--- src/stq_pkg.sv ---
// Shared types and constants for the sorted timer expiry queue.
package stq_pkg;

  localparam int TICK_W  = 64;
  localparam int ID_W    = 4;
  localparam int FUNC_W  = 2;
  localparam int PEND_W  = 5;

  localparam logic [FUNC_W-1:0] FUNC_TICK = 2'd0;
  localparam logic [FUNC_W-1:0] FUNC_ADD  = 2'd1;
  localparam logic [FUNC_W-1:0] FUNC_DEL  = 2'd2;

  // Command broadcast to every cell of the chain.
  typedef enum logic [2:0] {
    OP_NONE,
    OP_MARK_HEAD,
    OP_MARK_ID,
    OP_SHIFT,
    OP_INSERT
  } stq_op_t;

  typedef struct packed {
    stq_op_t            op;
    logic [ID_W-1:0]    id;
    logic [TICK_W-1:0]  expiry;
  } stq_ctrl_t;

  // One queue slot as seen by the neighbors.
  typedef struct packed {
    logic               valid;
    logic [TICK_W-1:0]  expiry;
    logic [ID_W-1:0]    owner;
  } stq_entry_t;

endpackage

--- src/stq_cell.sv ---
// One slot of the sorted timer chain: holds an entry and trades it with its neighbors.
module stq_cell (
  input  logic             clk,
  input  logic             rst,
  input  stq_pkg::stq_ctrl_t  ctrl,
  input  logic             head_fire,
  input  stq_pkg::stq_entry_t left_entry,
  input  logic             left_gt,
  input  logic             left_hole,
  input  stq_pkg::stq_entry_t right_entry,
  output stq_pkg::stq_entry_t entry,
  output logic             gt,
  output logic             hole,
  output logic             match
);
  import stq_pkg::*;

  logic              valid;
  logic [TICK_W-1:0] expiry;
  logic [ID_W-1:0]   owner;

  assign entry = '{valid: valid, expiry: expiry, owner: owner};
  assign match = valid && (owner == ctrl.id);
  // empty slots count as later than anything, so the flag stays monotone
  assign gt    = !valid || (expiry > ctrl.expiry);

  always_ff @(posedge clk) begin
    if (rst) begin
      valid <= 1'b0;
      hole  <= 1'b0;
    end else begin
      case (ctrl.op)
        OP_MARK_HEAD: hole <= head_fire;
        OP_MARK_ID:   hole <= match;
        OP_SHIFT: begin
          if (hole) valid <= right_entry.valid;
          // hole moves right only while there is something to pull in
          hole <= left_hole && valid;
        end
        OP_INSERT: begin
          if (left_gt) valid <= left_entry.valid;
          else if (gt) valid <= 1'b1;
        end
        default: ;
      endcase
    end
  end

  always_ff @(posedge clk) begin
    case (ctrl.op)
      OP_SHIFT: begin
        if (hole) begin
          expiry <= right_entry.expiry;
          owner  <= right_entry.owner;
        end
      end
      OP_INSERT: begin
        if (left_gt) begin
          expiry <= left_entry.expiry;
          owner  <= left_entry.owner;
        end else if (gt) begin
          expiry <= ctrl.expiry;
          owner  <= ctrl.id;
        end
      end
      default: ;
    endcase
  end

endmodule

--- src/sorted_timer_expiry_queue.sv ---
// Top level of the sorted timer expiry queue: control sequencer over a chain of slot cells.
//
//  Channel | valid     | stall     | payload
//  --------+-----------+-----------+--------------------------------------------
//  in      | in_valid  | in_stall  | func, timer_id, expires
//  out     | out_valid | out_stall | fired, fired_id, now_tick, pending_count
//
// Steps per transaction, from the accepting edge to the result load: a tick that fires, or
// a delete, marks its slot and walks the gap toward the tail, one cell per cycle (S_REMOVE);
// an add does the same for a pending entry of its id, then inserts (S_INSERT); all end in
// S_DONE, which loads the result. A tick without expiry or an unused code goes to S_DONE.
// Reset clears the tick count, all slot valid flags and the sequencer; slot payload
// is not cleared. A new transaction is taken whenever the sequencer is idle, even
// while the previous result is still held by out_stall; the sequencer waits in its
// final step only while the output register is full and out_stall is held.
module sorted_timer_expiry_queue #(
  parameter int NUM_TIMERS = 16
) (
  input  logic                           clk,
  input  logic                           rst,
  input  logic                           in_valid,
  output logic                           in_stall,
  input  logic [stq_pkg::FUNC_W-1:0]     func,
  input  logic [stq_pkg::ID_W-1:0]       timer_id,
  input  logic [stq_pkg::TICK_W-1:0]     expires,
  output logic                           out_valid,
  input  logic                           out_stall,
  output logic                           fired,
  output logic [stq_pkg::ID_W-1:0]       fired_id,
  output logic [stq_pkg::TICK_W-1:0]     now_tick,
  output logic [stq_pkg::PEND_W-1:0]     pending_count
);
  import stq_pkg::*;

  // Internal count holds 0..NUM_TIMERS; the port shows its low bits.
  localparam int CNT_W = ($clog2(NUM_TIMERS + 1) > PEND_W) ?
                         $clog2(NUM_TIMERS + 1) : PEND_W;

  typedef enum logic [1:0] {
    S_IDLE,
    S_REMOVE,
    S_INSERT,
    S_DONE
  } state_t;

  state_t            state;
  logic [TICK_W-1:0] tick;
  logic [CNT_W-1:0]  count;
  logic [FUNC_W-1:0] func_q;
  logic [ID_W-1:0]   id_q;
  logic [TICK_W-1:0] exp_q;
  logic              fire_q;
  logic [ID_W-1:0]   fire_id_q;

  stq_ctrl_t         ctrl;
  stq_entry_t        ent     [NUM_TIMERS];
  logic              gt_v    [NUM_TIMERS];
  logic              hole_v  [NUM_TIMERS];
  logic [NUM_TIMERS-1:0] hole_bits;
  logic [NUM_TIMERS-1:0] match_bits;

  logic              in_accept;
  logic [TICK_W-1:0] tick_inc;
  logic              head_fire;
  logic              any_hole;
  logic              any_match;
  logic              chain_full;

  assign in_stall   = (state != S_IDLE);
  assign in_accept  = in_valid && !in_stall;
  assign tick_inc   = tick + TICK_W'(1);
  // Head is the earliest timer; it fires once the incremented count reaches it.
  assign head_fire  = ent[0].valid && (ent[0].expiry <= tick_inc);
  assign any_hole   = |hole_bits;
  // Ids are unique in the queue, so at most one cell matches.
  assign any_match  = |match_bits;
  assign chain_full = ent[NUM_TIMERS-1].valid;

  // Command broadcast to the chain.
  always_comb begin
    ctrl.op     = OP_NONE;
    ctrl.id     = (state == S_IDLE) ? timer_id : id_q;
    ctrl.expiry = exp_q;
    case (state)
      S_IDLE: begin
        if (in_accept) begin
          case (func)
            FUNC_TICK:          ctrl.op = OP_MARK_HEAD;
            FUNC_ADD, FUNC_DEL: ctrl.op = OP_MARK_ID;
            default:            ctrl.op = OP_NONE;
          endcase
        end
      end
      S_REMOVE: ctrl.op = OP_SHIFT;
      S_INSERT: ctrl.op = chain_full ? OP_NONE : OP_INSERT;
      default:  ctrl.op = OP_NONE;
    endcase
  end

  // Chain of slot cells; slot 0 is the head.
  for (genvar i = 0; i < NUM_TIMERS; i++) begin : g_cell
    stq_entry_t left_e;
    stq_entry_t right_e;
    logic       left_g;
    logic       left_h;

    if (i == 0) begin : g_first
      assign left_e = '0;
      assign left_g = 1'b0;
      assign left_h = 1'b0;
    end else begin : g_mid
      assign left_e = ent[i-1];
      assign left_g = gt_v[i-1];
      assign left_h = hole_v[i-1];
    end

    if (i == NUM_TIMERS - 1) begin : g_last
      assign right_e = '0;
    end else begin : g_inner
      assign right_e = ent[i+1];
    end

    stq_cell u_cell (
      .clk         (clk),
      .rst         (rst),
      .ctrl        (ctrl),
      .head_fire   ((i == 0) ? head_fire : 1'b0),
      .left_entry  (left_e),
      .left_gt     (left_g),
      .left_hole   (left_h),
      .right_entry (right_e),
      .entry       (ent[i]),
      .gt          (gt_v[i]),
      .hole        (hole_v[i]),
      .match       (match_bits[i])
    );

    assign hole_bits[i] = hole_v[i];
  end

  // Sequencer, counters and output register.
  always_ff @(posedge clk) begin
    if (rst) begin
      state     <= S_IDLE;
      tick      <= '0;
      count     <= '0;
      out_valid <= 1'b0;
    end else begin
      // in S_DONE the result load below owns out_valid
      if (out_valid && !out_stall && state != S_DONE) out_valid <= 1'b0;

      case (state)
        S_IDLE: begin
          if (in_accept) begin
            func_q    <= func;
            id_q      <= timer_id;
            exp_q     <= expires;
            fire_q    <= 1'b0;
            fire_id_q <= '0;
            case (func)
              FUNC_TICK: begin
                tick <= tick_inc;
                if (head_fire) begin
                  fire_q    <= 1'b1;
                  fire_id_q <= ent[0].owner;
                  count     <= count - CNT_W'(1);
                  state     <= S_REMOVE;
                end else begin
                  state <= S_DONE;
                end
              end
              FUNC_ADD, FUNC_DEL: begin
                if (any_match) count <= count - CNT_W'(1);
                state <= S_REMOVE;
              end
              default: state <= S_DONE;
            endcase
          end
        end

        // gap walks toward the tail until it runs off the valid prefix
        S_REMOVE: begin
          if (!any_hole) state <= (func_q == FUNC_ADD) ? S_INSERT : S_DONE;
        end

        S_INSERT: begin
          if (!chain_full) count <= count + CNT_W'(1);
          state <= S_DONE;
        end

        S_DONE: begin
          if (!out_valid || !out_stall) begin
            out_valid     <= 1'b1;
            fired         <= fire_q;
            fired_id      <= fire_id_q;
            now_tick      <= tick;
            pending_count <= count[PEND_W-1:0];
            state         <= S_IDLE;
          end
        end

        default: state <= S_IDLE;
      endcase
    end
  end

endmodule
--- config.mk ---
export PLATFORM = sky130hd
export DESIGN_NAME = sorted_timer_expiry_queue
export DESIGN_NICKNAME = d
export VERILOG_FILES = /design/src/stq_pkg.sv /design/src/stq_cell.sv /design/src/sorted_timer_expiry_queue.sv
export SDC_FILE = /design/constraint.sdc
export NUM_CORES = 2
export LEC_CHECK = 0
export BUFFER_PORTS_ARGS = -buffer_cell sky130_fd_sc_hd__buf_2
export CAP_MARGIN = 40
export CORE_MARGIN = 2
export CORE_UTILIZATION = 40
export CTS_CLUSTER_SIZE = 8
export DETAILED_ROUTE_END_ITERATION = 7
export PLACE_DENSITY = 0.56
export SETUP_SLACK_MARGIN = 0.02
export SYNTH_ARGS = -nofsm -noshare
export SYNTH_HDL_FRONTEND = slang
export SYNTH_SLANG_ARGS = --single-unit
--- constraint.sdc ---
create_clock -name clk -period 25.3 [get_ports clk]
set_clock_uncertainty 0.2 [all_clocks]
set_input_delay 0 -clock clk [delete_from_list [all_inputs] [get_ports clk]]
set_output_delay 0 -clock clk [all_outputs]
set_load 0.05 [all_outputs]
==> impl_metrics.ini <==
[status]
status = complete, no violations

[synthesis]
synth_top_area_share_pct = 41.44
synth_cell_type_count = 82
synth_most_common_cell = nand2_1
synth_area_um2 = 89640
synthCells = 8882
ys_async_sr_fraction_pct = 0
avgSynthCellArea_um2 = 10.09
yosysWarnings = 0
synth_nets = 9992
ys_seq_area_share_pct = 43.76
synth_seq_cells = 1341
ys_top_cells_by_area = edfxtp_1, ha_1, nand2_1
synth_top_flop_cell = edfxtp_1
synth_edf_count = 1237
yosys-top-cells-count = nand2_1, edfxtp_1, ha_1
synth_top_area_cell = edfxtp_1

[drt]
first_iter_violations = 9574
postRouteAntennaNets = 0
first_pass_iters = 6
vias = 75710
drt_wl_total_um = 345300
wl_per_cell_um = 28.64
drc = 0
viasPerCell = 6.280

[cts]
cts_tree = yes
numCtsBuffers = 187
cts_resized = 0
insertion_delay_ps = 870
cts.clk_slew.worst_paths_ps = 50
cts-root-buf = clkbuf_16
clockBufferDepth = 3
htree_levels = 4
clkSinkCount = 1341

[timing]
slew_viol_final = 0
hold_viol_final = 0
fmax_ghz = 0.1405
finalSetupTns_ps = 0
finalSetupViolCount = 0
fin_crit_ps = 7117
slew_headroom_pct = 15.37
rsz0062_at_grt = no
tightest_slew_ps = 1269
whs_ps = 94.41
min_period_over_period_pct = 28.13

[floorplan]
num_rows = 173
io_pins = 150
core_region_area_um2 = 222500
initial_core_util_pct = 40.28
fp.dieH_um = 477.4
die_area_um2 = 227900
fp.dieW_um = 477.4

[worst_setup_path]
end_kind = flop
path_class = flop to flop
worstRegToRegCells = 14
crit_start = exp_q[60]
critPathRequiredTime_ps = 25670
arrival_ps = 7490
r2r_start = exp_q[60]
startpoint_type = flop
crit_fanout = 33

[min_path]
min_path_type = input pin to flop
whs_path_depth = 6
min_from = in_valid

[finish]
fin_area_um2 = 100800
finalNetCount = 10110
layoutNonFillerInstCount = 12060
area_growth_pct = 12.50
layout-drive-gt1-share_pct = 10.12

[power]
vdd_drop_max_mv = 0.07948
p_leak_nw = 39.18
power.density_nw_per_um2 = 112.8

[place]
dpl.cell_count = 11630
dpl.hpwl_um = 244400
placed_cell_area_um2 = 94160
port_buffers = 149
gp_congestion = 0.9614

[grt]
grt_pass1_vias = 71240
grt.total_usage_pct = 29.36
grt_max_degree = 251
grt-ovfl-total = 0
grt_pass1_wl_um = 498500
antenna_found_initial = 24

[job]
drv_cap = 0
[what timing repair did]
action / in CTS / in global routing
hold buffers: 147 / 0
endpoints found under the hold margin: 257 / 0
buffers inserted: 0 / 0
[cell usage in the layout, fill, tap and decap left out, types with 30 or more instances in the layout]
cell type / n
nand2_1: 1455
edfxtp_1: 1237
ha_1: 1035
o21ai_0: 906
mux2i_1: 540
nand3_1: 399
a21oi_1: 380
nor2_1: 255
nand4_1: 227
o211ai_1: 223
a21o_1: 220
o221a_2: 193
clkbuf_16: 189
buf_2: 165
buf_4: 160
dlygate4sd3_1: 147
o22ai_1: 138
inv_1: 128
xnor2_1: 102
dfxtp_1: 101
xor2_1: 68
a31o_2: 67
clkbuf_1: 62
nor3_1: 61
o21ai_1: 52
nor2b_1: 48
a211oi_1: 43
nor4_1: 39
o221ai_1: 39
or3_1: 30
[critical path, cell delays in order (launching register included)]
cell and delay [ps]:
edfxtp_1 680, inv_1 540, ha_1 460, nand4_1 250
or4_4 640, nor4b_4 600, and3_2 540, o41ai_2 150
buf_2 210, and4b_4 280, a31oi_4 150, buf_4 720
buf_4 820, mux2i_1 370, o21ai_1 80
[stage by stage]
stage / total power [mW] / setup WS [ps] / utilization (%)
2_1_floorplan: 7.125 / 16900 / -
3_3_place_gp: 8.681 / 17440 / 41.98
3_5_place_dp: 8.877 / 18400 / 42.32
4_1_cts: 11.28 / 18390 / 45.30
5_1_grt: 11.98 / 18240 / 45.31
6_report: 11.38 / 18180 / 45.32
[report_power, final]
group,switching [mW],internal (mW)
logic,3.08,1.70
registers,0.730,3.48
clock network,1.03,1.35
total,4.84,6.53
[cell type report]
class	instances	area, um2
Fill cell	21020	121700
Multi-Input combinational cell	6832	48030
Sequential cell	1341	39240
Clock buffer	251	4962
Timing Repair Buffer	505	4182
Tap cell	2975	3722
Inverter	128	480.5
Clock inverter	15	203.9
Antenna cell	10	25.02
[routing by layer]
| layer | up-vias | part of all wire, % | track usage, % | wire length (um) |
|---|---|---|---|---|
| li1 | 34050 | - | - | - |
| met1 | 37020 | 43 | 41.57 | 147800 |
| met2 | 3991 | 42 | 43.21 | 145900 |
| met3 | 636 | 11 | 6.641 | 37130 |
| met4 | 22 | 4.1 | 11.63 | 14320 |
| met5 | - | 0.042 | 0 | 145 |
[registers in the layout, indices dropped and copies added, names as in the netlist]
register              cells
count                     5
exp_q                    64
fire_id_q                 4
fire_q                    1
fired                     1
fired_id                  4
func_q                    2
g_cell.u_cell.expiry   1024
g_cell.u_cell.hole       16
g_cell.u_cell.owner      64
g_cell.u_cell.valid      16
id_q                      4
now_tick                 64
out_valid                 1
pending_count             5
state                     2
tick                     64
[final timing paths]
check                                              endpoint  slack [ps]
worst min register to register                  fired_id[3]         220
worst max-delay path            g_cell[2].u_cell.expiry[48]       18180
worst max register to register  g_cell[2].u_cell.expiry[48]       18180
worst min-delay path                               state[1]          90
[logic make-up after synthesis]
kind of cell	count (synthesis)	share of synthesized area, %
compound gates	2406	17.32
mux	555	6.217
flops	1341	43.76
fa+ha+maj	1036	14.47
xor+xnor	170	1.661
simple gates	2665	13.42
buf+inv	709	3.149
Power figures use the tool's default switching activity.
